--- config.mk ---
export PLATFORM = sky130hd
export DESIGN_NAME = reversible_deque_trim_flat
export DESIGN_NICKNAME = d
export VERILOG_FILES = /design/src/rdt_pkg.sv /design/src/rdt_req_if.sv /design/src/rdt_rsp_if.sv /design/src/reversible_deque_trim.sv /design/src/rdt_ram.sv /design/src/rdt_ctrl.sv /design/src/rdt_dp.sv /design/src/flat_wrapper.sv
export VERILOG_INCLUDE_DIRS = /design/src /design/src/src
export SDC_FILE = /design/constraint.sdc
export NUM_CORES = 1
export LEC_CHECK = 0
export BUFFER_PORTS_ARGS = -buffer_cell sky130_fd_sc_hd__buf_2
export CELL_PAD_IN_SITES_DETAIL_PLACEMENT = 0
export CELL_PAD_IN_SITES_GLOBAL_PLACEMENT = 1
export CORE_ASPECT_RATIO = 2
export CORE_MARGIN = 2
export CORE_UTILIZATION = 35
export CTS_CLUSTER_SIZE = 8
export DETAILED_ROUTE_END_ITERATION = 10
export PLACE_DENSITY = 0.57
export SETUP_SLACK_MARGIN = 0.1
export SYNTH_ARGS = -nofsm -noshare
export SYNTH_HDL_FRONTEND = slang
export SYNTH_SLANG_ARGS = --single-unit
--- constraint.sdc ---
create_clock -name clock -period 3.69 [get_ports clock]
set_input_delay 0.5535 -clock clock [delete_from_list [all_inputs] [get_ports clock]]
set_output_delay 0.5535 -clock clock [all_outputs]
set_load 0.01 [all_outputs]
--- src/reversible_deque_trim_assert.svh ---
// ----------------------------------------------------------------------------
// reversible_deque_trim assertion macros
// Concurrent assertion helpers that compile to nothing when SYNTH is set.
// ----------------------------------------------------------------------------
`ifndef REVERSIBLE_DEQUE_TRIM_ASSERT_SVH
`define REVERSIBLE_DEQUE_TRIM_ASSERT_SVH

`ifndef SYNTH
// same-cycle implication
`define RDT_ASSERT_NOW(label, clk, rst, ante, cons) \
   label: assert property (@(posedge clk) disable iff (rst) (ante) |-> (cons)) \
      else $error("rdt assertion failed");
// next-cycle implication
`define RDT_ASSERT_NEXT(label, clk, rst, ante, cons) \
   label: assert property (@(posedge clk) disable iff (rst) (ante) |=> (cons)) \
      else $error("rdt assertion failed");
`else
`define RDT_ASSERT_NOW(label, clk, rst, ante, cons)
`define RDT_ASSERT_NEXT(label, clk, rst, ante, cons)
`endif

`endif

--- src/rdt_pkg.sv ---
// ----------------------------------------------------------------------------
// rdt_pkg
// Shared types and command codes of the reversible deque trim block.
// ----------------------------------------------------------------------------
package rdt_pkg;

   localparam int FUNC_W  = 3;
   localparam int VALUE_W = 16;

   localparam logic [FUNC_W-1:0] FUNC_CLEAR   = 3'd0;
   localparam logic [FUNC_W-1:0] FUNC_APPEND  = 3'd1;
   localparam logic [FUNC_W-1:0] FUNC_REVERSE = 3'd2;
   localparam logic [FUNC_W-1:0] FUNC_DELETE  = 3'd3;
   localparam logic [FUNC_W-1:0] FUNC_READ    = 3'd4;

   typedef enum logic [2:0] {
      ST_IDLE  = 3'b001,
      ST_FETCH = 3'b010,
      ST_EMIT  = 3'b100
   } rdt_state_type;

   // controller to datapath
   typedef struct packed {
      logic exec;     // apply accepted command
      logic load;     // set up a read-out run
      logic fetch;    // read first element
      logic advance;  // step to next element and read it
   } rdt_cmd_type;

   // datapath to controller
   typedef struct packed {
      logic read_cmd; // incoming command is read-out
      logic marker;   // read-out gives a single error or empty result
      logic last;     // current result ends the run
   } rdt_status_type;

endpackage

--- src/rdt_req_if.sv ---
// ----------------------------------------------------------------------------
// rdt_req_if
// Command channel: function code and value with valid/ready handshake.
// ----------------------------------------------------------------------------
interface rdt_req_if import rdt_pkg::*; ();
   logic               valid;
   logic               ready;
   logic [FUNC_W-1:0]  func;
   logic [VALUE_W-1:0] value;

   modport source (output valid, func, value, input ready);
   modport sink   (input valid, func, value, output ready);
endinterface

--- src/rdt_rsp_if.sv ---
// ----------------------------------------------------------------------------
// rdt_rsp_if
// Result channel: element, error and empty markers, end of run flag.
// ----------------------------------------------------------------------------
interface rdt_rsp_if import rdt_pkg::*; ();
   logic               valid;
   logic               ready;
   logic [VALUE_W-1:0] item;
   logic               error;
   logic               empty_res;
   logic               last;

   modport source (output valid, item, error, empty_res, last, input ready);
   modport sink   (input valid, item, error, empty_res, last, output ready);
endinterface

--- src/reversible_deque_trim.sv ---
// ----------------------------------------------------------------------------
// reversible_deque_trim
// List store with lazy reversal: clear, append, reverse, delete head and
// read-out commands over a valid/ready command and result channel.
// ----------------------------------------------------------------------------
// Clear, append, reverse, delete and unused codes are applied on acceptance and
// produce no result. A read-out of N elements is accepted in ST_IDLE, then
// ST_FETCH reads the first element, because the element RAM has a registered
// read port. After that it delivers one element per cycle while the sink keeps
// ready high. The next command can be taken in the cycle after the last
// transaction. An error or empty read-out gives its one result in the cycle
// after acceptance. No new command is taken until the last result of a
// read-out has been delivered.
`include "reversible_deque_trim_assert.svh"

module reversible_deque_trim import rdt_pkg::*; #(
   parameter int DEPTH      = 64,
   parameter int VALUE_BITS = 16
) (
   input  logic       clock,
   input  logic       reset,
   rdt_req_if.sink    req_chan,
   rdt_rsp_if.source  rsp_chan
);

   rdt_cmd_type    cmd;
   rdt_status_type status;

   rdt_ctrl u_ctrl (
      .clock     (clock),
      .reset     (reset),
      .req_valid (req_chan.valid),
      .req_ready (req_chan.ready),
      .rsp_valid (rsp_chan.valid),
      .rsp_ready (rsp_chan.ready),
      .status    (status),
      .cmd       (cmd)
   );

   rdt_dp #(
      .DEPTH      (DEPTH),
      .VALUE_BITS (VALUE_BITS)
   ) u_dp (
      .clock         (clock),
      .reset         (reset),
      .req_func      (req_chan.func),
      .req_value     (req_chan.value),
      .cmd           (cmd),
      .status        (status),
      .rsp_item      (rsp_chan.item),
      .rsp_error     (rsp_chan.error),
      .rsp_empty_res (rsp_chan.empty_res),
      .rsp_last      (rsp_chan.last)
   );

   `RDT_ASSERT_NOW(a_marker_last, clock, reset,
                   rsp_chan.valid && (rsp_chan.error || rsp_chan.empty_res), rsp_chan.last)
   `RDT_ASSERT_NOW(a_one_at_a_time, clock, reset, req_chan.ready, !rsp_chan.valid)

endmodule

--- src/rdt_ram.sv ---
// ----------------------------------------------------------------------------
// rdt_ram
// Generic single-write, single-read RAM with registered read data.
// ----------------------------------------------------------------------------
module rdt_ram #(
   parameter int WIDTH     = 16,
   parameter int DEPTH     = 64,
   parameter int ADDR_BITS = (DEPTH > 1) ? $clog2(DEPTH) : 1
) (
   input  logic                 clock,
   input  logic                 wr_en,
   input  logic [ADDR_BITS-1:0] wr_addr,
   input  logic [WIDTH-1:0]     wr_data,
   input  logic                 rd_en,
   input  logic [ADDR_BITS-1:0] rd_addr,
   output logic [WIDTH-1:0]     rd_data_ff
);

   logic [WIDTH-1:0] mem [DEPTH];

   always_ff @(posedge clock) begin
      if (wr_en) begin
         mem[wr_addr] <= wr_data;
      end
      if (rd_en) begin
         rd_data_ff <= mem[rd_addr];
      end
   end

endmodule

--- src/rdt_ctrl.sv ---
// ----------------------------------------------------------------------------
// rdt_ctrl
// Sequencer: takes one command, then runs the read-out stream if asked.
// ----------------------------------------------------------------------------
module rdt_ctrl import rdt_pkg::*; (
   input  logic           clock,
   input  logic           reset,
   input  logic           req_valid,
   output logic           req_ready,
   output logic           rsp_valid,
   input  logic           rsp_ready,
   input  rdt_status_type status,
   output rdt_cmd_type    cmd
);

   rdt_state_type state_ff, state_in;

   always_ff @(posedge clock) begin
      if (reset) begin
         state_ff <= ST_IDLE;
      end else begin
         state_ff <= state_in;
      end
   end

   always_comb begin
      state_in  = state_ff;
      cmd       = '0;
      req_ready = 1'b0;
      rsp_valid = 1'b0;
      unique case (state_ff)
         ST_IDLE: begin
            req_ready = 1'b1;
            if (req_valid) begin
               cmd.exec = 1'b1;
               if (status.read_cmd) begin
                  cmd.load = 1'b1;
                  state_in = status.marker ? ST_EMIT : ST_FETCH;
               end
            end
         end
         ST_FETCH: begin
            cmd.fetch = 1'b1;
            state_in  = ST_EMIT;
         end
         ST_EMIT: begin
            rsp_valid = 1'b1;
            if (rsp_ready) begin
               if (status.last) begin
                  state_in = ST_IDLE;
               end else begin
                  // read the next element while this transaction completes
                  cmd.advance = 1'b1;
               end
            end
         end
         default: begin
            state_in = ST_IDLE;
         end
      endcase
   end

endmodule

--- src/rdt_dp.sv ---
// ----------------------------------------------------------------------------
// rdt_dp
// Datapath: front/back indices, direction and error flags, element RAM,
// read-out cursor and result fields.
// ----------------------------------------------------------------------------
`include "reversible_deque_trim_assert.svh"

module rdt_dp import rdt_pkg::*; #(
   parameter int DEPTH      = 64,
   parameter int VALUE_BITS = 16
) (
   input  logic               clock,
   input  logic               reset,
   input  logic [FUNC_W-1:0]  req_func,
   input  logic [VALUE_W-1:0] req_value,
   input  rdt_cmd_type        cmd,
   output rdt_status_type     status,
   output logic [VALUE_W-1:0] rsp_item,
   output logic               rsp_error,
   output logic               rsp_empty_res,
   output logic               rsp_last
);

   localparam int IDX_BITS   = $clog2(DEPTH + 1);
   localparam int ADDR_BITS  = (DEPTH > 1) ? $clog2(DEPTH) : 1;
   localparam int STORE_BITS = (VALUE_BITS < VALUE_W) ? VALUE_BITS : VALUE_W;

   logic [IDX_BITS-1:0]   front_ff, front_in;
   logic [IDX_BITS-1:0]   back_ff, back_in;
   logic                  reversed_ff, reversed_in;
   logic                  error_ff, error_in;
   logic [ADDR_BITS-1:0]  ptr_ff, ptr_in;
   logic [IDX_BITS-1:0]   rem_ff, rem_in;
   logic                  err_mark_ff, err_mark_in;
   logic                  empty_mark_ff, empty_mark_in;

   logic                  list_empty;
   logic                  list_full;
   logic [IDX_BITS-1:0]   back_dec;
   logic [ADDR_BITS-1:0]  ptr_step;
   logic                  wr_en;
   logic                  rd_en;
   logic [ADDR_BITS-1:0]  rd_addr;
   logic [STORE_BITS-1:0] rd_data_ff;

   assign list_empty = (front_ff >= back_ff);
   assign list_full  = (back_ff == IDX_BITS'(DEPTH));
   assign back_dec   = back_ff - 1'b1;
   assign ptr_step   = reversed_ff ? (ptr_ff - 1'b1) : (ptr_ff + 1'b1);

   always_comb begin
      front_in    = front_ff;
      back_in     = back_ff;
      reversed_in = reversed_ff;
      error_in    = error_ff;
      wr_en       = 1'b0;
      if (cmd.exec) begin
         case (req_func)
            FUNC_CLEAR: begin
               front_in    = '0;
               back_in     = '0;
               reversed_in = 1'b0;
               error_in    = 1'b0;
            end
            FUNC_APPEND: begin
               // drop the value when full
               if (list_full) begin
                  error_in = 1'b1;
               end else begin
                  wr_en   = 1'b1;
                  back_in = back_ff + 1'b1;
               end
            end
            FUNC_REVERSE: begin
               reversed_in = ~reversed_ff;
            end
            FUNC_DELETE: begin
               if (list_empty) begin
                  error_in = 1'b1;
               end else if (reversed_ff) begin
                  back_in = back_dec;
               end else begin
                  front_in = front_ff + 1'b1;
               end
            end
            default: begin
            end
         endcase
      end
   end

   always_comb begin
      ptr_in        = ptr_ff;
      rem_in        = rem_ff;
      err_mark_in   = err_mark_ff;
      empty_mark_in = empty_mark_ff;
      if (cmd.load) begin
         ptr_in        = reversed_ff ? back_dec[ADDR_BITS-1:0] : front_ff[ADDR_BITS-1:0];
         rem_in        = back_ff - front_ff;
         err_mark_in   = error_ff;
         empty_mark_in = ~error_ff & list_empty;
      end else if (cmd.advance) begin
         ptr_in = ptr_step;
         rem_in = rem_ff - 1'b1;
      end
   end

   always_ff @(posedge clock) begin
      if (reset) begin
         front_ff    <= '0;
         back_ff     <= '0;
         reversed_ff <= 1'b0;
         error_ff    <= 1'b0;
      end else begin
         front_ff    <= front_in;
         back_ff     <= back_in;
         reversed_ff <= reversed_in;
         error_ff    <= error_in;
      end
   end

   always_ff @(posedge clock) begin
      ptr_ff        <= ptr_in;
      rem_ff        <= rem_in;
      err_mark_ff   <= err_mark_in;
      empty_mark_ff <= empty_mark_in;
   end

   assign rd_en   = cmd.fetch | cmd.advance;
   assign rd_addr = cmd.advance ? ptr_step : ptr_ff;

   rdt_ram #(
      .WIDTH (STORE_BITS),
      .DEPTH (DEPTH)
   ) u_store (
      .clock      (clock),
      .wr_en      (wr_en),
      .wr_addr    (back_ff[ADDR_BITS-1:0]),
      .wr_data    (req_value[STORE_BITS-1:0]),
      .rd_en      (rd_en),
      .rd_addr    (rd_addr),
      .rd_data_ff (rd_data_ff)
   );

   assign status.read_cmd = (req_func == FUNC_READ);
   assign status.marker   = error_ff | list_empty;
   assign status.last     = err_mark_ff | empty_mark_ff | (rem_ff == IDX_BITS'(1));

   assign rsp_item      = (err_mark_ff | empty_mark_ff) ? '0 : VALUE_W'(rd_data_ff);
   assign rsp_error     = err_mark_ff;
   assign rsp_empty_res = empty_mark_ff;
   assign rsp_last      = status.last;

   `RDT_ASSERT_NOW(a_index_order, clock, reset, 1'b1, front_ff <= back_ff)
   `RDT_ASSERT_NOW(a_back_bound, clock, reset, 1'b1, back_ff <= IDX_BITS'(DEPTH))
   `RDT_ASSERT_NEXT(a_run_length, clock, reset, cmd.load && !status.marker,
                    rem_ff != '0)

endmodule
--- src/flat_wrapper.sv ---
// flat-port wrapper written by rule: the top's interface ports become plain ports
module reversible_deque_trim_flat import rdt_pkg::*;
#(
   parameter int DEPTH      = 64,
   parameter int VALUE_BITS = 16
)
  (clock, reset, req_chan_valid, req_chan_func, req_chan_value, req_chan_ready, rsp_chan_valid, rsp_chan_item, rsp_chan_error, rsp_chan_empty_res, rsp_chan_last, rsp_chan_ready);
  rdt_req_if req_chan_i ();
  rdt_rsp_if rsp_chan_i ();
  input  logic clock;
  input  logic reset;
  input wire logic [$bits(req_chan_i.valid)-1:0] req_chan_valid;
  input wire logic [$bits(req_chan_i.func)-1:0] req_chan_func;
  input wire logic [$bits(req_chan_i.value)-1:0] req_chan_value;
  output wire logic [$bits(req_chan_i.ready)-1:0] req_chan_ready;
  output wire logic [$bits(rsp_chan_i.valid)-1:0] rsp_chan_valid;
  output wire logic [$bits(rsp_chan_i.item)-1:0] rsp_chan_item;
  output wire logic [$bits(rsp_chan_i.error)-1:0] rsp_chan_error;
  output wire logic [$bits(rsp_chan_i.empty_res)-1:0] rsp_chan_empty_res;
  output wire logic [$bits(rsp_chan_i.last)-1:0] rsp_chan_last;
  input wire logic [$bits(rsp_chan_i.ready)-1:0] rsp_chan_ready;
  assign req_chan_i.valid = req_chan_valid;
  assign req_chan_i.func = req_chan_func;
  assign req_chan_i.value = req_chan_value;
  assign req_chan_ready = req_chan_i.ready;
  assign rsp_chan_valid = rsp_chan_i.valid;
  assign rsp_chan_item = rsp_chan_i.item;
  assign rsp_chan_error = rsp_chan_i.error;
  assign rsp_chan_empty_res = rsp_chan_i.empty_res;
  assign rsp_chan_last = rsp_chan_i.last;
  assign rsp_chan_i.ready = rsp_chan_ready;
  reversible_deque_trim #(.DEPTH(DEPTH), .VALUE_BITS(VALUE_BITS)) u_core (.clock(clock), .reset(reset), .req_chan(req_chan_i), .rsp_chan(rsp_chan_i));
endmodule
==> out/qor.yml <==
critical_path:
  rr_worst_depth: 12
  start_kind: "flip-flop"
  end_kind: "flip-flop"
  arrival_ns: 4.12
  max_stage_delay_ns: 0.57
  crit_top_cell: "buf_4"
  slowest_stage: "or4_4"
  path_class: "reg2reg"
  path_depth: 12
  cp_data_required_time_ns: 4.18
  cp_num_buf_inv: 4
  path_delay_family: "compound AO/OA/AOI/OAI gates"
  crit_chain: "or4_4 > o2111a_2 > buf_4 > mux2_4 > nor2_4 > buf_6 > buf_12 > a32o_2 > a221oi_4 > buf_4 > o22ai_4 > nor4_4"
  path_max_fanout: 16
drt:
  ant_nets: 0
  vias_per_cell: 5.46
  drc_errors: 0
  firstDrtPassIters: 5
  wl_um: 144000
  wire_per_inst_um: 29.0
  drt_iter0_markers: 2120
  vias: 27100
timing:
  drv_slew: 0
  slew_headroom_pct: 12.4
  fmax_ghz: 0.275
  tightest_slew_ns: 1.31
  timing.final.crit_share_pct: 98.5
  fin_skew_ns: 0.0270
  fin_crit_ns: 3.64
  setup_viol: 0
  finalHoldViolations: 0
  finalSetupTns_ns: 0
  rsz0062_at_grt: "yes"
clock_network:
  clkSlewWorstSetupHoldPaths_ns: 0.06
  clkSinkCount: 1074
  htreeDepth: 4
  clk_latency_ns: 0.76
  cts_tree: "built"
  ctsRootBufferMaster: "clkbuf_16"
  clockBufferDepth: 3
  numCtsBuffers: 152
  postCtsHoldBufs: 0
global_route:
  antenna_found_initial: 3
  grt_usage_pct: 21.9
  grt_pass1_wl_um: 199000
  grt_pass1_vias: 28000
  grt_max_degree: 51
  overflow: 0
layout:
  nets: 3304
  fin_util_pct: 44.3
  mostFrequentLayoutCell: "edfxtp_1"
  drive_above_1_share_pct: 25.6
  stdcell_area_sq_um: 55000
  area_growth_pct: 25.7
  most-common-layout-cells: "1049 x edfxtp_1, 370 x nand2_1, 331 x mux2i_1"
  n_fill_cell: 11000
min_path:
  hold_path.class: "in2reg"
  hold_path_depth: 2
pwr:
  vdd.ir_drop.worst_mv: 0.470
  p_int_uw: 24000
  switching_share_pct: 26.8
  power.density_nw_per_um2: 596
  combPwrFrac_pct: 20.8
  clockPowerShare_pct: 38.1
  power_switching_uw: 8770
  pwr-share-seq_pct: 41.2
  p_leak_uw: 0.0194
die:
  die_y_um: 504
  dieArea_sq_um: 128000
  die_w_um: 254
  initial_core_util_pct: 35.3
  pin_count: 44
  coreArea_sq_um: 124000
  rows: 183
synth:
  synth_top_area_share_pct: 72.0
  synth.area.top_cells: "edfxtp_1 72%, mux2i_1 7.7%, nand2_1 3.2%"
  syn-cell-area_sq_um: 43800
  synth_edf_count: 1049
  ys.flop_type: "edfxtp_1"
  syn_inst: 2783
  ys_seq_area_share_pct: 73.1
  avgSynthCellArea_sq_um: 15.7
  synth_top_area_cell: "edfxtp_1"
  synth.net_count: 2825
  ys_ff_latch: 1074
  synth_async_sr_flop_share_pct: 0
  ys_types: 79
  ys_warn_count: 0
flow_run:
  maxCapViolations: 0
placement:
  portBuffers: 43
  placed_area_sq_um: 49000
  routabilityCongestion: 0.861
  hpwlAfterDp_um: 93500
run_status:
  status: "complete, no violations"
power groups by stage:
stage               Sequential, uW  Clock, uW  Combinational (uW)
floorplan                    13700          0                2950
finish                       13500      12500                6800
global placement             13700          0                5760
global route                 13500      13100                7070
detailed placement           13700          0                5790
CTS                          13500      12700                6200
layer usage:
metal | track usage (%) | share of wire, % | vias up
met4 | 11.8 | 5.7 | 0
met2 | 40.4 | 54 | 820
li1 | - | - | 11900
met1 | 23.9 | 36 | 14000
met3 | 2.84 | 3.8 | 285
met5 | 0 | 0 | -
worst reg2reg max path, delay by kind of cell (launching register included):
| family | cells | cell delay (ns) |
|---|---|---|
| buffers and inverters | 4 | 0.67 |
| multiplexers | 1 | 0.35 |
| AND/OR/NAND/NOR | 3 | 0.90 |
| AO/OA/AOI/OAI | 4 | 1.04 |
| flip-flops | 1 | 0.39 |
timing repair:
item	CTS	global route
hold endpoints to repair	0	0
cloned	2	11
setup buffers	16	37
resized for setup	108	100
endpoints found under the setup margin	16	16
pin swaps	8	40
cell usage after synthesis, types with 16 or more instances:
cell	n
mux2_2	20
nor3_1	18
dfxtp_1	25
and2_1	24
a21oi_1	45
ha_1	17
mux2i_1	336
o22ai_1	67
buf_2	68
clkbuf_1	58
nor2_1	120
nand2_1	372
nand3_1	60
inv_1	17
a32o_1	103
a221oi_1	97
buf_4	22
o21ai_0	28
xnor2_1	16
edfxtp_1	1049
registers in the layout, indices dropped and copies added, names as in the netlist:
| signal | count |
|---|---|
| u_core.u_dp.front_ff | 7 |
| u_core.u_dp.rem_ff | 7 |
| u_core.u_dp.ptr_ff | 6 |
| u_core.u_dp.rsp_empty_res | 1 |
| u_core.u_dp.back_ff | 7 |
| u_core.u_ctrl.state_ff | 3 |
| u_core.u_dp.rsp_error | 1 |
| u_core.u_dp.error_ff | 1 |
| u_core.u_dp.u_store.rd_data_ff | 16 |
| u_core.u_dp.reversed_ff | 1 |
| u_core.u_dp.u_store.mem | 1024 |
per-stage QoR:
| step | hold slack (ns) | cells | total power [uW] | setup WS (ns) |
|---|---|---|---|---|
| 2_1_floorplan | 0.469 | 2783 | 16700 | 0.445 |
| 3_3_place_gp | 0.531 | 4710 | 19500 | -0.403 |
| 3_5_place_dp | 0.533 | 4710 | 19500 | -0.434 |
| 4_1_cts | 0.139 | 4907 | 32400 | -0.0176 |
| 5_1_grt | 0.177 | 4953 | 33700 | 0.0235 |
| 6_report | 0.192 | 4953 | 32800 | 0.0540 |
cells by family after synthesis:
kind of cell             count (synthesis)  synth area share (%)
flip-flops                            1074                  73.1
AND/OR/NAND/NOR                        674                  6.91
AO/OA/AOI/OAI                          437                  7.90
multiplexers                           367                  8.75
buffers and inverters                  186                  2.15
XOR/XNOR                                26                 0.581
adder cells (fa/ha/maj)                 19                 0.578
worst paths after layout:
check / from / slack [ns] / end
setup reg to reg: u_core.u_dp.rem_ff[3]$_DFFE_PP_ / 0.05 / u_core.u_dp.u_store.rd_data_ff[13]$_DFFE_PP_
setup / recovery: u_core.u_dp.rem_ff[3]$_DFFE_PP_ / 0.05 / u_core.u_dp.u_store.rd_data_ff[13]$_DFFE_PP_
hold / removal: reset / 0.19 / u_core.u_dp.back_ff[4]$_SDFFE_PP0P_
hold reg to reg: u_core.u_dp.error_ff$_SDFFE_PP0P_ / 0.55 / u_core.u_dp.rsp_error$_DFFE_PP_
final cells by class:
type	instances	area, sq um	share of cell area (%)
antenna	1	2.50	0.00455
clock buffer	171	3980	7.24
clock inverter	8	108	0.196
inverter	17	63.8	0.116
multi-input combinational	1523	11800	21.4
sequential	1074	32000	58.2
tap	1665	2080	3.79
timing repair buffer	494	5000	9.08
No activity file was read; power rests on OpenSTA's default activity.
